**config.mk**
```make
export PLATFORM = sky130hd
export DESIGN_NAME = sbps_div
export DESIGN_NICKNAME = d
export VERILOG_FILES = /design/src/rtl/core/sbps_pkg.sv /design/src/rtl/core/sbps_div.sv
export SDC_FILE = /design/constraint.sdc
export NUM_CORES = 1
export LEC_CHECK = 0
export BUFFER_PORTS_ARGS = -buffer_cell sky130_fd_sc_hd__buf_4
export CORE_MARGIN = 1
export CORE_UTILIZATION = 35
export CTS_BUF_LIST = sky130_fd_sc_hd__clkbuf_4 sky130_fd_sc_hd__clkbuf_8 sky130_fd_sc_hd__clkbuf_16
export CTS_CLUSTER_DIAMETER = 120
export DETAILED_ROUTE_END_ITERATION = 8
export SLEW_MARGIN = 30
export SYNTH_ARGS = -nofsm -noshare
export SYNTH_HDL_FRONTEND = slang
export SYNTH_SLANG_ARGS = --single-unit
export TNS_END_PERCENT = 10
```
**constraint.sdc**
```tcl
create_clock -name clock -period 4.3 [get_ports clock]
set_input_delay 0.43 -clock clock [delete_from_list [all_inputs] [get_ports clock]]
set_output_delay 0.43 -clock clock [all_outputs]
set_load 0.02 [all_outputs]
```
**src/rtl/core/sbps_pkg.sv**
```systemverilog
`default_nettype none
package sbps_pkg;
   localparam int MaxDim = 1024;
   localparam int IdxW = $clog2(MaxDim);
   localparam int FracBits = 16;
   // dividend is |subgrad| shifted up by the fraction bits
   localparam int DivW = 32 + FracBits;
   // trial point and bound distance, point plus a full quotient with sign
   localparam int TrialW = DivW + 2;
   localparam logic [62:0] NormCap = {63{1'b1}};

   localparam logic CmdInit = 1'b0;
   localparam logic CmdUpdate = 1'b1;

   typedef struct packed {
      logic cmd;
      logic [9:0] elem_index;
      logic signed [31:0] subgrad;
      logic signed [31:0] point;
      logic signed [31:0] lower_bound;
      logic signed [31:0] upper_bound;
      logic [31:0] scale;
      logic is_fixed;
      logic is_bounded;
      logic last_elem;
   } req_type;

   typedef struct packed {
      logic [9:0] out_index;
      logic signed [31:0] new_point;
      logic signed [31:0] multiplier;
      logic signed [31:0] multiplier_delta;
      logic changed;
      logic [62:0] step_norm;
      logic last_out;
   } rsp_type;

   // saturate a wide signed value to 32 bits
   function automatic logic signed [31:0] sat32(input logic signed [67:0] v);
      logic signed [67:0] hi;
      logic signed [67:0] lo;
      hi = 68'sd2147483647;
      lo = -68'sd2147483648;
      if (v > hi) return 32'sh7fffffff;
      if (v < lo) return 32'sh80000000;
      return v[31:0];
   endfunction
endpackage
`default_nettype wire

```
**src/rtl/core/sbps_div.sv**
```systemverilog
`default_nettype none
module sbps_div (
   input wire logic clock,
   input wire logic reset,
   input wire logic start,
   input wire logic [sbps_pkg::DivW-1:0] dividend,
   input wire logic [31:0] divisor,
   output logic done,
   output logic [sbps_pkg::DivW-1:0] quotient
);
   import sbps_pkg::*;

   logic [DivW-1:0] q_ff, q_in;
   logic [32:0] r_ff, r_in;
   logic [5:0] cnt_ff, cnt_in;
   logic busy_ff, busy_in;
   logic [31:0] dv_ff, dv_in;
   logic [32:0] trial;

   // restoring division, one quotient bit per cycle
   always_comb begin
      q_in = q_ff;
      r_in = r_ff;
      cnt_in = cnt_ff;
      busy_in = busy_ff;
      dv_in = dv_ff;
      done = 1'b0;
      trial = {r_ff[31:0], q_ff[DivW-1]};
      if (start) begin
         q_in = dividend;
         r_in = '0;
         cnt_in = 6'(DivW);
         busy_in = 1'b1;
         dv_in = divisor;
      end else if (busy_ff) begin
         if (trial >= {1'b0, dv_ff}) begin
            r_in = trial - {1'b0, dv_ff};
            q_in = {q_ff[DivW-2:0], 1'b1};
         end else begin
            r_in = trial;
            q_in = {q_ff[DivW-2:0], 1'b0};
         end
         cnt_in = cnt_ff - 6'd1;
         if (cnt_ff == 6'd1) begin
            busy_in = 1'b0;
            done = 1'b1;
         end
      end
   end
   assign quotient = q_in;

   always_ff @(posedge clock) begin
      q_ff <= q_in;
      r_ff <= r_in;
      dv_ff <= dv_in;
      cnt_ff <= cnt_in;
      if (reset) busy_ff <= 1'b0;
      else busy_ff <= busy_in;
   end
endmodule
`default_nettype wire

```
==> flow_metrics.py, run 1 <==
metrics = {
    "run_status": {
        "status": "finished, final reports clean",
    },
    "worst_setup_path": {
        "required_ns": 3.87,
        "crit_path_end_kind": "output port",
        "worstSetupPathType": "reg2out",
        "startpoint_type": "flip-flop",
        "cp.arrival_ns": 2.97,
        "path_max_fanout": 13,
    },
    "synthesis": {
        "ys.flop_type": "dfxtp_1",
        "synth_top_area_cell": "dfxtp_1",
        "ys_async_sr_fraction": 0,
        "seq_area_frac_synth": 0.396,
        "synth_area_leaders": "dfxtp_1 26%, edfxtp_1 14%, mux2i_1 7.5%",
        "yosys_warnings": 0,
        "syn_nets": 878,
        "synth-edff-count": 32,
        "synth_area_um2": 6820,
        "yosysUniqueCellTypes": 68,
        "synth_top_area_share": 0.255,
        "synth_cells": 760,
        "syn_avg_cell_area_um2": 8.97,
        "ys_ff_latch": 119,
    },
    "cts": {
        "ctsHoldBuffers": 0,
        "cts.repair.resized": 0,
        "h-tree-depth": 4,
        "cts_sinks": 119,
        "clk_latency_ns": 0.42,
        "clkTransAtPathRegs_ns": 0.06,
        "cts_tree": "yes",
        "clockBufferDepth": 2,
        "cts_buffers": 17,
        "cts_setup_buffers": 0,
        "root_buffer": "clkbuf_16",
    },
    "power_and_ir_drop": {
        "power_density_nw_per_um2": 426,
        "p_total_mw": 3.63,
        "p_int_mw": 2.47,
        "p_sw_mw": 1.16,
        "p_sw_frac": 0.320,
        "ir_worst_vdd_mv": 0.267,
        "p_comb_frac": 0.247,
        "p_leak_nw": 3.71,
        "pwr-share-clk": 0.384,
        "seqPwrFrac": 0.369,
    },
    "placement": {
        "hpwl_um": 11900,
        "globalplace.congestion": 0.837,
        "dp_slack_ns": 1.36,
        "port-buffer-count": 131,
    },
    "route": {
        "drt_iter0_markers": 371,
        "first_pass_iters": 5,
        "vias": 5741,
        "drc": 0,
        "drt-total-wl_um": 16400,
        "wl_per_cell_um": 14.3,
        "vias_per_cell": 5.02,
        "ant_nets": 0,
    },
    "global_route": {
        "grt_pass1_vias": 5509,
        "overflow": 0,
        "grt_first_pass_wirelength_um": 27300,
        "grt_use_total": 0.171,
        "grt_max_degree": 65,
        "antenna_found_initial": 0,
    },
    "finish": {
        "drive_above_1_share": 0.225,
        "layout_common_cells": "136 x buf_4, 115 x nand2_1, 86 x dfxtp_1, 71 x o21ai_0, 53 x nor2_1",
        "fin_util": 0.451,
        "area_growth_pct": 25.1,
        "layout_commonest_cell": "buf_4",
        "fin_nets": 989,
        "diodes": 0,
    },
    "die": {
        "die-area_um2": 20000,
        "die_h_um": 142,
        "fp.dieW_um": 142,
        "io-pin-count": 132,
        "start_util": 0.361,
        "core-area_um2": 18900,
        "row_count": 50,
    },
    "timing": {
        "period_needed_ns": 3.40,
        "fin_tns_setup_ns": 0,
        "fin_hold_ws_ns": 0.150,
        "setup_violations": 0,
        "fin_worst_skew_ns": 0.00891,
        "worst_slack_ns": 0.902,
        "tightest_slew_ns": 0.921,
        "hold_violations": 0,
        "rsz0062_at_grt": "false",
        "period_share": 0.790,
        "max_freq_mhz": 294,
        "slew_headroom": 0.386,
        "drv_slew": 0,
    },
    "worst_hold_path": {
        "holdCritPathClass": "in2reg",
    },
    "run": {
        "cap_violations": 0,
    },
}
-- cells by family after synthesis --
group | count (synthesis) | share of synthesized area
multiplexers | 53 | 0.0787
AO/OA/AOI/OAI | 195 | 0.203
adder cells (fa/ha/maj) | 35 | 0.0653
flip-flops | 119 | 0.396
buffers and inverters | 87 | 0.0569
XOR/XNOR | 29 | 0.0373
AND/OR/NAND/NOR | 242 | 0.162
-- power groups by stage --
stage	combinational, mW	clock (mW)	sequential [mW]
after global routing	0.997	1.48	1.36
after CTS	0.900	1.43	1.34
after global placement	0.895	0	1.36
final	0.898	1.40	1.34
after floorplan	0.663	0	1.33
after detailed placement	0.894	0	1.36
-- metrics by stage --
| step | std cells | area [um2] |
|---|---|---|
| 2_1_floorplan | 760 | 6820 |
| 3_5_place_dp | 1112 | 7940 |
| 4_1_cts | 1144 | 8530 |
| 6_report | 1144 | 8530 |
| 5_1_grt | 1144 | 8530 |
| 3_3_place_gp | 1112 | 7940 |
-- Yosys cell counts (3+ instances only) --
master    count
a311oi_2     10
o221ai_1      3
o31ai_1       3
nand4_1       8
nand2_2      10
clkbuf_1     27
nor2b_1       5
mux2i_1      51
nor4_1        5
a21o_1       15
ha_1         34
nor2_1       53
or3_1         4
buf_1         5
o21ai_0      71
a41oi_1       3
a21oi_1      28
xnor2_1      17
nand2_1     115
and3_1        5
inv_1        42
buf_6         3
a311oi_1     16
a211o_1       3
o21a_1        4
a211oi_1      7
a31oi_1       5
o21bai_1      4
edfxtp_1     32
nand2b_1      3
nor3b_1       4
xor2_1       12
nor3_1        9
nand3_1      10
buf_2         5
dfxtp_1      87
o211ai_1      3
-- worst max-delay path: stages (launching register included) --
cell	delay, ns
edfxtp_1	0.32
inv_1	0.04
ha_1	0.52
nand2_1	0.21
a21oi_1	0.16
a221oi_1	0.11
o21ai_1	0.24
a21oi_4	0.08
o41ai_4	0.29
mux2i_1	0.12
o21ai_0	0.25
buf_4	0.20
-- worst paths after layout --
| check | depth (start not counted) | slack, ns | from | endpoint |
|---|---|---|---|---|
| setup / recovery | 11 | 0.90 | dv_ff[20] | quotient[0] |
| hold / removal | 2 | 0.15 | reset | busy_ff |
| setup reg to reg | 10 | 1.36 | dv_ff[1] | r_ff[0] |
| hold reg to reg | 2 | 0.49 | cnt_ff[0] | cnt_ff[0] |
-- flip-flops by register name, summed over array words and instances (netlist names) --
register / count
q_ff: 48
dv_ff: 32
busy_ff: 1
r_ff: 32
cnt_ff: 6
-- area by class of cell --
cell class / count / area, um2
sequential: 119 / 2710
clock buffer: 20 / 483
clock inverter: 12 / 104
fill: 1931 / 10400
timing repair buffer: 136 / 1020
tap: 260 / 325
inverter: 43 / 161
multi-input combinational: 554 / 3730
-- routing by layer --
layer  up-vias  part of all wire  wire, um  GRT usage
li1       2949                 -         -          -
met1      2608              0.46      7520      0.216
met2       168              0.45      7310      0.266
met3        16             0.086      1410     0.0726
met4         0            0.0092       150     0.0481
met5         -                 0         0          0
Note: power is estimated with default switching activity, not from simulation.
==> run 2, diff against run 1 <==
--- a/config.mk
+++ b/config.mk
@@ -5,6 +5,7 @@
 export SDC_FILE = /design/constraint.sdc
 export NUM_CORES = 1
 export LEC_CHECK = 0
+export ABC_AREA = 1
 export BUFFER_PORTS_ARGS = -buffer_cell sky130_fd_sc_hd__buf_4
 export CORE_MARGIN = 1
 export CORE_UTILIZATION = 35
==> constraint.sdc (replaced) <==
create_clock -name clock -period 3.3 [get_ports clock]
set_input_delay 0.33 -clock clock [delete_from_list [all_inputs] [get_ports clock]]
set_output_delay 0.33 -clock clock [all_outputs]
set_load 0.02 [all_outputs]
==> run 2 against run 1 <==
Critical path depth rose by 2. Area after synthesis grew 6.2%. Critical endpoint unchanged. Largest cell class unchanged. Combinational power fell by 26%. Utilization fell by 0.49 points. Worst setup slack got worse by 0.58 ns. Final area up 5.9%. Critical path type unchanged. Worst hold slack got worse by 0.11 ns.
==> flow_metrics.py, run 2 <==
metrics = {
    "run_status": {
        "status": "finished, final reports clean",
    },
    "synthesis": {
        "yosys_warnings": 0,
        "synth_top_area_share": 0.241,
        "ys_ff_latch": 119,
        "syn_avg_cell_area_um2": 6.61,
        "ys_async_sr_fraction": 0,
        "synth_area_leaders": "dfxtp_1 24%, nand2_1 17%, edfxtp_1 13%",
        "synthTopCellsByCount": "330 x nand2_1, 165 x inv_1, 113 x o21ai_0",
        "synthMostInstantiatedCell": "nand2_1",
        "synth_area_um2": 7240,
        "seq_area_frac_synth": 0.373,
        "synth_cells": 1096,
        "synth_top_area_cell": "dfxtp_1",
        "yosysUniqueCellTypes": 30,
        "syn_nets": 1214,
        "ys.flop_type": "dfxtp_1",
        "synth-edff-count": 32,
    },
    "worst_setup_path": {
        "path_max_fanout": 7,
        "cp.arrival_ns": 2.64,
        "required_ns": 2.97,
        "crit_path_end_kind": "output port",
        "worstSetupPathType": "reg2out",
        "startpoint_type": "flip-flop",
    },
    "timing": {
        "hold_violations": 0,
        "fin_tns_setup_ns": 0,
        "rsz0062_at_grt": "false",
        "drv_slew": 0,
        "max_freq_mhz": 336,
        "period_needed_ns": 2.97,
        "tightest_slew_ns": 0.869,
        "period_share": 0.901,
        "slew_headroom": 0.420,
        "fin_worst_skew_ns": 0.0244,
        "worst_slack_ns": 0.325,
        "setup_violations": 0,
    },
    "worst_hold_path": {
        "holdCritPathClass": "in2reg",
    },
    "finish": {
        "reg_top3": "q_ff (48), dv_ff (32), r_ff (32)",
        "layout_common_cells": "330 x nand2_1, 165 x inv_1, 140 x buf_4, 113 x o21ai_0, 109 x nor2_1",
        "diodes": 0,
        "drive_above_1_share": 0.158,
        "layout_commonest_cell": "nand2_1",
        "n_fill_cell": 2177,
        "largest_register_ffs": 48,
        "fin_nets": 1333,
        "regMostFlops": "q_ff",
        "area_growth_pct": 24.8,
    },
    "route": {
        "vias_per_cell": 4.76,
        "drc": 0,
        "ant_nets": 0,
        "vias": 7129,
        "drt-total-wl_um": 20500,
        "first_pass_iters": 5,
        "wl_per_cell_um": 13.7,
        "drt_iter0_markers": 357,
    },
    "run": {
        "cap_violations": 0,
    },
    "cts": {
        "cts_setup_buffers": 0,
        "h-tree-depth": 4,
        "cts_sinks": 119,
        "clkTransAtPathRegs_ns": 0.06,
        "clockBufferDepth": 2,
        "clk_latency_ns": 0.43,
        "root_buffer": "clkbuf_16",
        "cts_buffers": 17,
        "cts_tree": "yes",
    },
    "power_and_ir_drop": {
        "ir_worst_vdd_mv": 0.340,
        "power_density_nw_per_um2": 452,
        "p_leak_nw": 4.68,
    },
    "placement": {
        "globalplace.congestion": 0.931,
        "hpwl_um": 14800,
        "port-buffer-count": 131,
        "dp_slack_ns": 0.580,
    },
    "global_route": {
        "grt_use_total": 0.203,
        "grt_max_degree": 101,
        "grt_first_pass_wirelength_um": 34400,
        "grt_pass1_vias": 6958,
        "overflow": 0,
        "antenna_found_initial": 0,
    },
    "die": {
        "die-area_um2": 21300,
        "die_h_um": 146,
        "fp.dieW_um": 146,
        "row_count": 52,
        "io-pin-count": 132,
        "core-area_um2": 20200,
        "start_util": 0.358,
    },
}
-- run 2: final cells by class --
class	instances	area (um2)	area share
flip-flops and latches	119	2700	0.299
repair buffers	141	1070	0.119
clock inverters	12	91.3	0.0101
multi-input cells	767	3730	0.413
inverters	169	634	0.0702
clock buffers	19	464	0.0514
well taps	270	338	0.0374
-- run 2: path summary, 6_finish.rpt --
check	end	from	cells after the start	slack [ns]
max reg2reg	r_ff[20]	dv_ff[0]	12	0.73
max	quotient[0]	dv_ff[8]	13	0.33
min reg2reg	cnt_ff[5]	cnt_ff[5]	1	0.47
min	busy_ff	reset	2	0.04
-- run 2: layer usage --
metal  share of wire  vias up  wire [um]  global-route usage
li1                -     3696          -                   -
met1            0.46     3213       9390               0.256
met2            0.45      199       9310               0.327
met3           0.078       21       1590              0.0699
met4           0.011        0        226              0.0542
met5               0        -          0                   0
-- run 2: kinds of logic after synthesis --
logic type      count (synthesis)  synth area share
buf+inv                       210             0.112
simple gates                  562             0.326
flops                         119             0.373
fa+ha+maj                      35            0.0615
compound gates                154             0.108
xor+xnor                       16            0.0194
-- run 2: timing repair --
action	4_1_cts	5_1_grt
setup endpoints to repair	0	1
hold buffers	0	0
gates resized for setup	0	1
-- run 2: per-stage QoR --
stage               hold WS (ns)  instance area, um2  std cells  utilization  power [mW]
floorplan                  0.399                7240       1096            -        2.07
global placement           0.458                8470       1466        0.419        2.36
detailed placement         0.467                8470       1466        0.419        2.36
CTS                       0.0247                9030       1497        0.446        4.13
global route              0.0359                9030       1497        0.447        4.28
finish                    0.0385                9030       1497        0.447        4.08
-- run 2: power by group --
part	internal [mW]	total (mW)	switching [mW]
Combinational	0.262	0.668	0.406
Sequential	1.61	1.66	0.0464
Clock	1.03	1.76	0.731
-- run 2: critical path, cell delays in order (launching register included) --
cell      delay (ns)
edfxtp_1        0.35
inv_1           0.05
ha_1            0.35
nand2_1         0.13
nor2_2          0.18
nand2_1         0.11
nor2_2          0.13
nand2_1         0.11
nor2_4          0.11
nor2_4          0.06
nand3_2         0.20
inv_1           0.07
o21ai_0         0.20
buf_4           0.19
